**config.mk**
```make
export PLATFORM = sky130hd
export DESIGN_NAME = ring_fifo_with_drop_and_peek
export DESIGN_NICKNAME = d
export VERILOG_FILES = /design/src/rfdp_pkg.sv /design/src/rfdp_front.sv /design/src/rfdp_back.sv /design/src/ring_fifo_with_drop_and_peek.sv
export SDC_FILE = /design/constraint.sdc
export NUM_CORES = 1
export LEC_CHECK = 0
export BUFFER_PORTS_ARGS = -buffer_cell sky130_fd_sc_hd__buf_2
export CELL_PAD_IN_SITES_DETAIL_PLACEMENT = 0
export CELL_PAD_IN_SITES_GLOBAL_PLACEMENT = 1
export CORE_UTILIZATION = 35
export CTS_CLUSTER_DIAMETER = 30
export DETAILED_ROUTE_END_ITERATION = 10
export PLACE_DENSITY = 0.57
export RECOVER_POWER = 50
export SYNTH_ARGS = -nofsm -noshare
export SYNTH_HDL_FRONTEND = slang
export SYNTH_HIERARCHICAL = 1
export SYNTH_SLANG_ARGS = --single-unit
```
**constraint.sdc**
```tcl
create_clock -name clk_i -period 6.54 [get_ports clk_i]
set_input_delay 0 -clock clk_i [delete_from_list [all_inputs] [get_ports clk_i]]
set_output_delay 0 -clock clk_i [all_outputs]
set_load 0.05 [all_outputs]
```
**src/rfdp_pkg.sv**
```systemverilog
// Shared types and constants for the ring FIFO with drop and peek.
// Used by the front, the back and the top level; depends on nothing else.
package rfdp_pkg;

  localparam int unsigned DEPTH_DEFAULT     = 16;
  localparam int unsigned WORD_BITS_DEFAULT = 32;

  localparam int unsigned CMD_W       = 2;
  localparam int unsigned IN_DATA_W   = 32;
  localparam int unsigned COUNT_W     = 5;
  localparam int unsigned OUT_DATA_W  = 32;
  localparam int unsigned OUT_CNT_W   = 5;
  localparam int unsigned CFG_W       = 5;
  localparam logic [CFG_W-1:0] CFG_RESET = 5'd16;

  localparam int unsigned IN_TDATA_W  = 40;
  localparam int unsigned OUT_TDATA_W = 48;

  typedef enum logic [CMD_W-1:0] {
    OP_PUSH = 2'd0,
    OP_POP  = 2'd1,
    OP_DROP = 2'd2,
    OP_PEEK = 2'd3
  } op_e;

  // One decoded command as it travels from the front to the back.
  typedef struct packed {
    op_e                  op;
    logic [IN_DATA_W-1:0] data;
    logic [COUNT_W-1:0]   cnt;
  } cmd_t;

endpackage

```
**src/rfdp_front.sv**
```systemverilog
// Front end of the ring FIFO: accepts command items, decodes them and holds
// them in a two-entry queue for the back end. Depends on rfdp_pkg.
module rfdp_front (
  input  logic                                clk_i,
  input  logic                                rst_ni,
  input  logic                                s_valid_i,
  output logic                                s_ready_o,
  input  logic [rfdp_pkg::IN_TDATA_W-1:0]     s_data_i,
  input  logic [rfdp_pkg::CMD_W-1:0]          s_user_i,
  output logic                                cmd_valid_o,
  input  logic                                cmd_ready_i,
  output rfdp_pkg::cmd_t                      cmd_o
);

  rfdp_pkg::cmd_t entry_q [2];
  logic           wr_ptr_q, wr_ptr_d;
  logic           rd_ptr_q, rd_ptr_d;
  logic [1:0]     fill_q, fill_d;
  logic           push, pop;
  rfdp_pkg::cmd_t decoded;

  always_comb begin
    decoded.op   = rfdp_pkg::op_e'(s_user_i);
    decoded.data = s_data_i[rfdp_pkg::IN_DATA_W-1:0];
    decoded.cnt  = s_data_i[rfdp_pkg::IN_DATA_W +: rfdp_pkg::COUNT_W];
  end

  assign s_ready_o   = (fill_q != 2'd2);
  assign cmd_valid_o = (fill_q != 2'd0);
  assign cmd_o       = entry_q[rd_ptr_q];
  assign push        = s_valid_i && s_ready_o;
  assign pop         = cmd_valid_o && cmd_ready_i;

  always_comb begin
    wr_ptr_d = push ? ~wr_ptr_q : wr_ptr_q;
    rd_ptr_d = pop ? ~rd_ptr_q : rd_ptr_q;
    fill_d   = fill_q;
    if (push && !pop) begin
      fill_d = fill_q + 2'd1;
    end else if (pop && !push) begin
      fill_d = fill_q - 2'd1;
    end
  end

  always_ff @(posedge clk_i or negedge rst_ni) begin
    if (!rst_ni) begin
      wr_ptr_q <= 1'b0;
      rd_ptr_q <= 1'b0;
      fill_q   <= 2'd0;
    end else begin
      wr_ptr_q <= wr_ptr_d;
      rd_ptr_q <= rd_ptr_d;
      fill_q   <= fill_d;
    end
  end

  always_ff @(posedge clk_i) begin
    if (push) begin
      entry_q[wr_ptr_q] <= decoded;
    end
  end

  // The queue never holds more than two items.
  assert property (@(posedge clk_i) disable iff (!rst_ni) fill_q != 2'd3)
    else $error("front queue fill count out of range");

endmodule

```
**src/rfdp_back.sv**
```systemverilog
// Back end of the ring FIFO: holds the slot memory, the indexes and the fill
// count, executes one command per cycle while the result is not stalled and
// registers the result. Depends on rfdp_pkg.
module rfdp_back #(
  parameter int unsigned DEPTH     = rfdp_pkg::DEPTH_DEFAULT,
  parameter int unsigned WORD_BITS = rfdp_pkg::WORD_BITS_DEFAULT
) (
  input  logic                                 clk_i,
  input  logic                                 rst_ni,
  input  logic                                 cfg_we_i,
  input  logic [rfdp_pkg::CFG_W-1:0]           cfg_wdata_i,
  input  logic                                 cmd_valid_i,
  output logic                                 cmd_ready_o,
  input  rfdp_pkg::cmd_t                       cmd_i,
  output logic                                 m_valid_o,
  input  logic                                 m_ready_i,
  output logic [rfdp_pkg::OUT_TDATA_W-1:0]     m_data_o,
  output logic                                 m_user_o
);

  localparam int unsigned IDX_W = $clog2(DEPTH);
  localparam int unsigned CNT_W = $clog2(DEPTH + 1);
  localparam int unsigned CMP_W = (CNT_W > rfdp_pkg::CFG_W) ? CNT_W : rfdp_pkg::CFG_W;

  logic [WORD_BITS-1:0]       mem [DEPTH];
  logic [WORD_BITS-1:0]       rd_word_q;

  logic [rfdp_pkg::CFG_W-1:0] cap_raw_q;
  logic [IDX_W-1:0]           wr_idx_q, wr_idx_d;
  logic [IDX_W-1:0]           rd_idx_q, rd_idx_d;
  logic [CNT_W-1:0]           held_q, held_d;

  logic                       out_valid_q;
  logic                       ok_q, ok_d;
  logic                       rd_sel_q, rd_sel_d;
  logic [rfdp_pkg::OUT_CNT_W-1:0] dropped_q, dropped_d;
  logic [rfdp_pkg::OUT_CNT_W-1:0] fill_q, fill_d;
  logic [rfdp_pkg::OUT_CNT_W-1:0] free_q, free_d;

  logic [CMP_W-1:0]           cap_raw_ext, cap_ext, cnt_ext, held_ext;
  logic [CMP_W-1:0]           held_d_ext, free_ext;
  logic [CNT_W-1:0]           cap, cnt_n, drop_n, free_n;
  logic [IDX_W-1:0]           peek_idx, rd_addr;
  logic                       advance, mem_we, mem_re;
  logic [63:0]                din_ext, rd_ext;
  logic [WORD_BITS-1:0]       wr_word;

  // Adds to a ring index; the sum stays below twice the capacity.
  function automatic logic [IDX_W-1:0] wrap_add(input logic [IDX_W-1:0] base,
                                                input logic [CNT_W-1:0] add,
                                                input logic [CNT_W-1:0] lim);
    logic [CNT_W:0] sum;
    sum = (CNT_W + 1)'(base) + (CNT_W + 1)'(add);
    if (sum >= (CNT_W + 1)'(lim)) begin
      sum = sum - (CNT_W + 1)'(lim);
    end
    return sum[IDX_W-1:0];
  endfunction

  // A capacity of zero acts as one, anything above the storage depth as the depth.
  always_comb begin
    cap_raw_ext = CMP_W'(cap_raw_q);
    if (cap_raw_ext == '0) begin
      cap_ext = CMP_W'(1);
    end else if (cap_raw_ext > CMP_W'(DEPTH)) begin
      cap_ext = CMP_W'(DEPTH);
    end else begin
      cap_ext = cap_raw_ext;
    end
  end

  assign cap      = cap_ext[CNT_W-1:0];
  assign cnt_ext  = CMP_W'(cmd_i.cnt);
  assign held_ext = CMP_W'(held_q);
  assign cnt_n    = cnt_ext[CNT_W-1:0];
  assign drop_n   = (cnt_ext < held_ext) ? cnt_n : held_q;
  assign peek_idx = wrap_add(rd_idx_q, cnt_n, cap);

  assign cmd_ready_o = !out_valid_q || m_ready_i;
  assign advance     = cmd_valid_i && cmd_ready_o;

  always_comb begin
    wr_idx_d  = wr_idx_q;
    rd_idx_d  = rd_idx_q;
    held_d    = held_q;
    ok_d      = 1'b0;
    rd_sel_d  = 1'b0;
    mem_we    = 1'b0;
    rd_addr   = rd_idx_q;
    dropped_d = '0;
    case (cmd_i.op)
      rfdp_pkg::OP_PUSH: begin
        if (held_q < cap) begin
          mem_we   = 1'b1;
          wr_idx_d = wrap_add(wr_idx_q, CNT_W'(1), cap);
          held_d   = held_q + CNT_W'(1);
          ok_d     = 1'b1;
        end
      end
      rfdp_pkg::OP_POP: begin
        if (held_q != '0) begin
          rd_sel_d = 1'b1;
          rd_idx_d = wrap_add(rd_idx_q, CNT_W'(1), cap);
          held_d   = held_q - CNT_W'(1);
          ok_d     = 1'b1;
        end
      end
      rfdp_pkg::OP_DROP: begin
        rd_idx_d  = wrap_add(rd_idx_q, drop_n, cap);
        held_d    = held_q - drop_n;
        dropped_d = CMP_W'(drop_n) <= CMP_W'(31) ? 5'(drop_n) : 5'(drop_n);
        ok_d      = 1'b1;
      end
      rfdp_pkg::OP_PEEK: begin
        if (cnt_ext < held_ext) begin
          rd_sel_d = 1'b1;
          rd_addr  = peek_idx;
          ok_d     = 1'b1;
        end
      end
      default: begin
      end
    endcase
    held_d_ext = CMP_W'(held_d);
    free_n     = cap - held_d;
    free_ext   = CMP_W'(free_n);
    fill_d     = held_d_ext[rfdp_pkg::OUT_CNT_W-1:0];
    free_d     = free_ext[rfdp_pkg::OUT_CNT_W-1:0];
  end

  assign mem_re  = advance && rd_sel_d;
  assign din_ext = 64'(cmd_i.data);
  assign wr_word = din_ext[WORD_BITS-1:0];

  always_ff @(posedge clk_i or negedge rst_ni) begin
    if (!rst_ni) begin
      cap_raw_q   <= rfdp_pkg::CFG_RESET;
      wr_idx_q    <= '0;
      rd_idx_q    <= '0;
      held_q      <= '0;
      out_valid_q <= 1'b0;
    end else begin
      if (cfg_we_i) begin
        // A capacity write also empties the FIFO.
        cap_raw_q <= cfg_wdata_i;
        wr_idx_q  <= '0;
        rd_idx_q  <= '0;
        held_q    <= '0;
      end else if (advance) begin
        wr_idx_q <= wr_idx_d;
        rd_idx_q <= rd_idx_d;
        held_q   <= held_d;
      end
      if (advance) begin
        out_valid_q <= 1'b1;
      end else if (m_ready_i) begin
        out_valid_q <= 1'b0;
      end
    end
  end

  always_ff @(posedge clk_i) begin
    if (advance) begin
      ok_q      <= ok_d;
      rd_sel_q  <= rd_sel_d;
      dropped_q <= dropped_d;
      fill_q    <= fill_d;
      free_q    <= free_d;
    end
  end

  // Slot memory: one write and one registered read per cycle.
  always_ff @(posedge clk_i) begin
    if (advance && mem_we && !cfg_we_i) begin
      mem[wr_idx_q] <= wr_word;
    end
    if (mem_re) begin
      rd_word_q <= mem[rd_addr];
    end
  end

  assign rd_ext    = 64'(rd_word_q);
  assign m_valid_o = out_valid_q;
  assign m_user_o  = ok_q;
  assign m_data_o  = {1'b0, free_q, fill_q, dropped_q,
                      rd_sel_q ? rd_ext[rfdp_pkg::OUT_DATA_W-1:0] : '0};

  assert property (@(posedge clk_i) disable iff (!rst_ni) held_ext <= cap_ext)
    else $error("fill count exceeds capacity in use");

  assert property (@(posedge clk_i) disable iff (!rst_ni)
                   CMP_W'(rd_idx_q) < cap_ext && CMP_W'(wr_idx_q) < cap_ext)
    else $error("ring index outside capacity in use");

  assert property (@(posedge clk_i) disable iff (!rst_ni)
                   advance && !cfg_we_i && !ok_d |=> held_q == $past(held_q))
    else $error("refused command changed the fill count");

  assert property (@(posedge clk_i) disable iff (!rst_ni)
                   advance && !cfg_we_i && cmd_i.op == rfdp_pkg::OP_DROP
                   |=> held_q <= $past(held_q))
    else $error("drop increased the fill count");

endmodule

```
**src/ring_fifo_with_drop_and_peek.sv**
```systemverilog
// Top level of the ring FIFO with drop and peek: stream ports, front queue
// and back end. Depends on rfdp_pkg, rfdp_front and rfdp_back.
//
//  channel  direction  handshake                    payload
//  s_axis   in         s_axis_tvalid/s_axis_tready  tuser command, tdata data_in, count
//  m_axis   out        m_axis_tvalid/m_axis_tready  tuser ok, tdata data_out .. free_slots
//  cfg      in         cfg_we_i (no wait)           cfg_wdata_i capacity_in_use
//
// One item per cycle sustained while results are taken. m_axis_tvalid for a result rises once
// its item has passed the front queue and then the back end's result register.
// The rate is set by the one execute stage, which makes at most one slot access per item.
// Reset clears indexes and fill count at once; slot contents stay undefined.
// A stalled result holds the back end, and the two-entry front queue then
// fills and drops s_axis_tready.
module ring_fifo_with_drop_and_peek #(
  parameter int unsigned DEPTH     = rfdp_pkg::DEPTH_DEFAULT,
  parameter int unsigned WORD_BITS = rfdp_pkg::WORD_BITS_DEFAULT
) (
  input  logic                              clk_i,
  input  logic                              rst_ni,
  input  logic                              cfg_we_i,
  input  logic [rfdp_pkg::CFG_W-1:0]        cfg_wdata_i,
  input  logic                              s_axis_tvalid,
  output logic                              s_axis_tready,
  // data_in [31:0], count [36:32], zero fill [39:37]
  input  logic [rfdp_pkg::IN_TDATA_W-1:0]   s_axis_tdata,
  // command [1:0]
  input  logic [rfdp_pkg::CMD_W-1:0]        s_axis_tuser,
  output logic                              m_axis_tvalid,
  input  logic                              m_axis_tready,
  // data_out [31:0], dropped [36:32], fill_level [41:37], free_slots [46:42], zero [47]
  output logic [rfdp_pkg::OUT_TDATA_W-1:0]  m_axis_tdata,
  // ok [0]
  output logic                              m_axis_tuser
);

  logic           cmd_valid;
  logic           cmd_ready;
  rfdp_pkg::cmd_t cmd;

  rfdp_front u_front (
    .clk_i       (clk_i),
    .rst_ni      (rst_ni),
    .s_valid_i   (s_axis_tvalid),
    .s_ready_o   (s_axis_tready),
    .s_data_i    (s_axis_tdata),
    .s_user_i    (s_axis_tuser),
    .cmd_valid_o (cmd_valid),
    .cmd_ready_i (cmd_ready),
    .cmd_o       (cmd)
  );

  rfdp_back #(
    .DEPTH     (DEPTH),
    .WORD_BITS (WORD_BITS)
  ) u_back (
    .clk_i       (clk_i),
    .rst_ni      (rst_ni),
    .cfg_we_i    (cfg_we_i),
    .cfg_wdata_i (cfg_wdata_i),
    .cmd_valid_i (cmd_valid),
    .cmd_ready_o (cmd_ready),
    .cmd_i       (cmd),
    .m_valid_o   (m_axis_tvalid),
    .m_ready_i   (m_axis_tready),
    .m_data_o    (m_axis_tdata),
    .m_user_o    (m_axis_tuser)
  );

endmodule

```
== Yosys cells after proc, flatten, opt, wreduce, memory -nomap -nowiden ==
Memories as Yosys holds them, arrays and structs flattened. A register that Yosys moved wholly into a read port is not among the register bits.
Cells that the tools add are included.

* $add $sub $neg: 14
* Magnitude comparators: 7
* Eq/ne operators: 5
* Mux-type cells: 37
* Bitwise operators: 2
* Reduce and logical (&&, ||, !) cells: 24

{| class="wikitable"
|+ Operators by type and width
! cell !! number
|-
| $mux W4 || 13
|-
| $mux W5 || 7
|-
| $mux W32 || 1
|-
| $sub A4 B4 Y4 || 4
|-
| $pmux W5 S3 || 1
|-
| $add A4 B5 Y6 || 2
|-
| $ge A6 B5 Y1 || 2
|-
| $reduce_bool A2 Y1 || 6
|-
| $add A4 B1 Y5 const B || 2
|-
| $ge A5 B5 Y1 || 2
|-
| $lt A5 B5 Y1 || 2
|-
| $mux W1 || 10
|-
| $sub A5 B5 Y5 || 2
|-
| $pmux W4 S2 || 1
|-
| $logic_and A1 B1 Y1 || 7
|-
| $reduce_and A3 Y1 || 2
|-
| $add A5 B1 Y5 const B || 1
|-
| $gt A5 B5 Y1 const B || 1
|-
| $logic_not A5 Y1 || 1
|-
| $reduce_bool A5 Y1 || 1
|-
| $sub A5 B1 Y5 const B || 1
|-
| $eq A2 B2 Y1 const B || 2
|-
| $logic_not A1 Y1 || 4
|-
| $mux W2 || 2
|-
| 11 further kinds || 12
|}

* Register bits: 40
* Bits in writable memories: 590
* Input bits: 52
* Output and inout port bits: 51
* Word-level logic and storage cells: 104
* Memories: 2

{| class="wikitable"
|+ Memory list
! memory !! words !! bits a word !! rd ports !! clocked after Yosys merged registers in !! write ports !! RTL line !! RTL
|-
| u_back.mem || 16 || 32 || 1 || 1 || 1 || rfdp_back.sv:25 || <nowiki>logic [WORD_BITS-1:0] mem [DEPTH];</nowiki>
|-
| u_front.entry_q || 2 || 39 || 1 || 0 || 1 || rfdp_front.sv:15 || <nowiki>rfdp_pkg::cmd_t entry_q [2];</nowiki>
|}

== Depth between registers and ports, before layout ==
* Word-level depth: 10
* Depth in mapped cells: 21
* Depth with buffers taken out: 20

== Hierarchy ==
Netlist, hierarchy kept.

{| class="wikitable"
|+ By module, submodules not included
! module !! times used !! cells an instance !! area an instance (um^2) !! seq. area each (um^2)
|-
| rfdp_back || 1 || 1689 || 25308.0 || 17322.9
|-
| rfdp_front || 1 || 139 || 3032.9 || 2442.3
|}

== Worst setup path before layout ==
OpenSTA, ideal clock, no wires.

* Path kind: register to register
* From: reg u_back.cap_raw_q (netlist bit u_back/cap_raw_ext[4])
* To: mem u_back/mem[3][0] (netlist name), enable pin
* Library setup time: 461 ps
* Arrival time: 4729 ps
* Data required time: 6079 ps
* Slack: 1350 ps
* Stages on the path, launching flop included: 11
* Path buffers: 1
* Period minus slack after synthesis: 5190 ps
* Path through: dfstp_2 > inv_1 > nand2_1 > ha_1 > a211o_1 > o31ai_1 > and3_1 > clkbuf_1 > nor2b_1 > nand2_1 > nor3_1

* Word-level cells in the longest chain between the ends: 10
* Elaborated cells between the ends (all ways): 11
* Those cells by class: order compare: 2; mux: 6; reduce/logical: 3

{| class="wikitable"
|+ Ends and longest elaborated chain
! what !! RTL line !! RTL
|-
| start: declaration || rfdp_back.sv:28 || <nowiki>logic [rfdp_pkg::CFG_W-1:0] cap_raw_q;</nowiki>
|-
| start signal: assignment || rfdp_back.sv:137 || <nowiki>cap_raw_q <= rfdp_pkg::CFG_RESET;</nowiki>
|-
| start signal: assignment || rfdp_back.sv:145 || <nowiki>cap_raw_q <= cfg_wdata_i;</nowiki>
|-
| $gt A5 B5 Y1 || rfdp_back.sv:65 || <nowiki>end else if (cap_raw_ext > CMP_W'(DEPTH)) begin</nowiki>
|-
| $mux W5 || rfdp_back.sv:65 ||
|-
| $mux W5 (*) || rfdp_back.sv:63 || <nowiki>if (cap_raw_ext == '0) begin</nowiki>
|-
| $lt A5 B5 Y1 (*) || rfdp_back.sv:93 || <nowiki>if (held_q < cap) begin</nowiki>
|-
| $mux W1 (*) || rfdp_back.sv:93 ||
|-
| $mux W1 (*) || rfdp_back.sv:91 || <nowiki>case (cmd_i.op)</nowiki>
|-
| $logic_and A1 B1 Y1 (*) (2 in a row) || rfdp_back.sv:174 || <nowiki>if (advance && mem_we && !cfg_we_i) begin</nowiki>
|-
| $mux W1 (*) || rfdp_back.sv:174 ||
|-
| $mux W1 (implied by the code) (*) || rfdp_back.sv:175 || <nowiki>mem[wr_idx_q] <= wr_word;</nowiki>
|-
| end: declaration || rfdp_back.sv:25 ||
|}

Mark *: on every way between the ends. The rest lies on a longest branch, timed or not.

==> summary.md <==
| Metric | Value |
|---|---|
| Area leader, netlist | edfxtp_1 |
| Max stage delay cell, worst path | buf_4 |
| Max_cap viols | 2 |
| Register bit count reported by yosys | 662 |
| Max Slew Vio Count | 40 |
| Top post-synthesis cells by count | 639 x edfxtp_1, 145 x mux2i_1, 133 x nand3_1 |
| Relative slew margins | -117% |
| Leakage | 12.2 nW |
| Endpoint class of the critical path | flop |
| Outcome | complete, but fails checks |
| Post-Synth XOR/XNOR Area | 0.989% |
| Initial antenna violation count | 1 |
| Peak VDD IR | 525 uV |
| Vias in the first global route | 18200 |
| Final Cycle Share | 89.5% |
| Measured slew at the worst slew-check pin | 3.25 ns |
| Starting Density | 35.6% |
| Die ar. | 0.0821 mm^2 |
| Antenna Nets Post-Route | 0 |
| Clk slew on worst S/H paths | 0.05 ns |
| WL final | 76500 um |
| Crit path kind | flop to flop |
| Worst path arrival time | 6.40 ns |
| Min cycle time layout | 5.86 ns |
| Number of CTS-inserted buffers | 145 |
| Die Wd | 287 um |
| Iteration-0 DRC Markers | 1146 |
| Area Overhead vs Synth | 26.4% |
| Most common cell in the netlist | edfxtp_1 |
| Synth top area cells | edfxtp_1 68%, mux2i_1 5.1%, a2111oi_0 3.9% |
| RSZ-0062 raised after global routing | false |
| Hpwl dp | 43400 um |
| PwrDens | 586 mW/mm^2 |
| DRC violations left | 0 |
| Final Hold Fails | 0 |
| CP Cell Sequence | buf_4, mux2_2, ha_1, a211oi_2, nor2_1, xor2_1, ha_1, a21oi_1, o21ai_1, a21oi_4, mux2i_4, buf_4, buf_4, nand3_1, a2111oi_0, a2111oi_0, buf_4, nand3_1 |
| Yosys cell types | 68 |
| # setup viols final | 0 |
| Setup crit start kind | flop |
| Fmax | 0.171 GHz |
| Register area share after synthesis | 69.7% |
| Synth Cell Area | 0.0283 mm^2 |
| Ys Warns | 6 |
| Total gr overflow | 0 |
| CTS sink cnt | 662 |
| Total negative slack | 0 ns |
| Failing checks | max-capacitance violations, max-slew violations |
| Worst EP required | 7.08 ns |
| CP max stage delay | 0.61 ns |
| Syn Nets | 1940 |
| Most common cell on crit path | buf_4 |
| Fraction of the mapped netlist area in compound gates | 10.1% |
| Post-synthesis mux area share | 8.56% |
| Final Wtd Congestion | 0.794 |
| Row count | 103 |
| Adder-cell share of the synthesized area | 2.86% |
| Root Buffer Master | clkbuf_16 |
| Clk buf depth | 3 |
| CTS tree | done |
| Pin count of the biggest net entering global routing | 94 |
| Port Buffers | 98 |
| FFs w/ async S/R, synth | 3.47% |
| Post_cts resized | 0 |
| # IOs | 103 |
| Mapped Cells | 1828 |
| Share of cells above drive strength 1 | 19.9% |
| Height of the die | 287 um |
| Simple-Gate Fraction of Synth Area | 5.09% |
| Core region area | 0.0795 mm^2 |
| Nets | 2211 |
| Vias per Instance | 5.31 |
| Routed len/inst | 23.4 um |
| Post-synth EDFFs | 639 |
| Final Core Density | 45.1% |
| Clock H-tree levels | 4 |
| Setup Buffers After CTS | 0 |
| Largest family of logic cells by synthesized area | compound AO/OA/AOI/OAI gates |
| Worst skew pair latency | 0.71 ns |
| Worst reg2reg setup slack | 0.68 ns |
| Via count | 17300 |
| Hold WC Path Type | primary input to flop |
| Clk_skew | 0.0281 ns |
| First-pass GRT wire length | 113000 um |
| CP Max Fanout | 48 |
| Avg Inst Size Synth | 15.5 um^2 |
| Synth top area share | 67.7% |
| 1st-pass router iterations | 5 |
| N_diodes | 0 |
| Primary FF master, synth | edfxtp_1 |
| Gr usage total | 18.7% |
[registers in the layout (all words and copies together), names as in the netlist]
signal and flops:
u_front/wr_ptr_q 1, u_back/mem 512, u_back/rd_idx_q 4, u_back/free_q 5
u_back/cap_raw_ext 5, u_front/entry_q 78, u_back/rd_sel_q 1, u_back/dropped_q 5
u_back/held_ext 5, u_back/m_valid_o 1, u_front/rd_ptr_q 1, u_back/fill_q 5
u_back/rd_word_q 32, u_back/m_user_o 1, u_front/fill_q 2, u_back/wr_idx_q 4
[power by group]
group	leakage (nW)	internal [W]	switching [W]
sequential	6.08	0.00567	0.000153
clock	2.31	0.00472	0.00225
combinational	3.83	0.00281	0.00537
total	12.2	0.0132	0.00777
[through the flow]
step / cell area (um^2) / power, W / hold slack (ns) / std cells / worst slack (ns)
6_report: 35800 / 0.0210 / 0.0432 / 3264 / 0.684
5_1_grt: 35800 / 0.0221 / 0.0158 / 3264 / 0.335
4_1_cts: 35900 / 0.0212 / 0.000545 / 3264 / 0.729
3_5_place_dp: 30400 / 0.0141 / 0.0777 / 2928 / 0.770
3_3_place_gp: 30400 / 0.0140 / 0.0761 / 2928 / 0.807
2_1_floorplan: 28300 / 0.0115 / -0.296 / 1828 / 1.35
[path summary, 6_finish.rpt]
| kind | from | end | depth (start not counted) |
|---|---|---|---|
| max | u_front/rd_ptr_q | u_back/rd_word_q[2] | 18 |
| min in group asynchronous | rst_ni | u_back/cap_raw_ext[4] | 3 |
| max in group asynchronous | rst_ni | u_front/rd_ptr_q | 4 |
| min reg2reg | u_front/fill_q[1] | u_front/fill_q[1] | 1 |
| min | s_axis_tdata[16] | u_front/entry_q[1][21] | 2 |
| max reg2reg | u_front/rd_ptr_q | u_back/rd_word_q[2] | 18 |
[per-layer routing]
| metal | track usage (%) | up-vias | part of all wire, % |
|---|---|---|---|
| met3 | 4.53 | 137 | 6.4 |
| met4 | 6.94 | 2 | 2.4 |
| met5 | 0 | - | 0.014 |
| li1 | - | 7876 | - |
| met2 | 31.0 | 555 | 49 |
| met1 | 23.7 | 8757 | 42 |
[logic make-up (layout without fill, tap and decap cells)]
logic type                 count (synthesis)  count (layout)
DFF                                      662             662
AOI/OAI and AO/OA                        393             393
and+or+nand+nor                          283             283
muxes                                    230             230
buffers and inverters                    167             553
adders and majority gates                 60              60
xor gates and xnor gates                  32              32
other                                      1               1
[cell usage in the layout, fill, tap and decap left out, types with 8 or more instances in the layout]
cell           instances
xnor2_1               20
o22a_1                62
fa_1                   8
nand3_1              129
bufinv_16             14
a21o_1                18
a21oi_1               33
clkinv_1              21
clkinv_2              26
dlygate4sd3_1         73
clkinvlp_4            13
o21ai_1                9
mux2_1                41
nor2_1                27
ha_1                  52
buf_4                 70
dfrtp_1               21
o21ai_0              105
mux2_2                40
nand2b_1               8
a2111oi_0            125
mux2i_1              144
edfxtp_1             639
clkbuf_1              58
buf_2                 63
xor2_1                12
nand2_1               33
clkbuf_16            150
nor2_4                15
inv_1                 43
and2_1                34
[final cells by class]
class / instances / area, um^2
multi-input cells: 999 / 8010
inverters: 43 / 161
fillers: 6952 / 43700
flip-flops and latches: 662 / 19800
repair buffers: 248 / 1800
well taps: 1050 / 1310
clock buffers: 172 / 3850
clock inverters: 90 / 930
[worst max-delay path: cells and delay by family (launching register included)]
kind                       cells  cell delay, ns
AOI/OAI and AO/OA              6            1.65
muxes                          2            0.79
adders and majority gates      2            0.62
xor gates and xnor gates       1            0.22
and+or+nand+nor                3            0.30
buffers and inverters          4            1.66
DFF                            1            0.40
[timing repair]
item / 4_1_cts / 5_1_grt
hold buffers: 74 / 0
setup endpoints to repair: 0 / 0
hold endpoints to repair: 124 / 0
(Power assumes the default switching activity.)
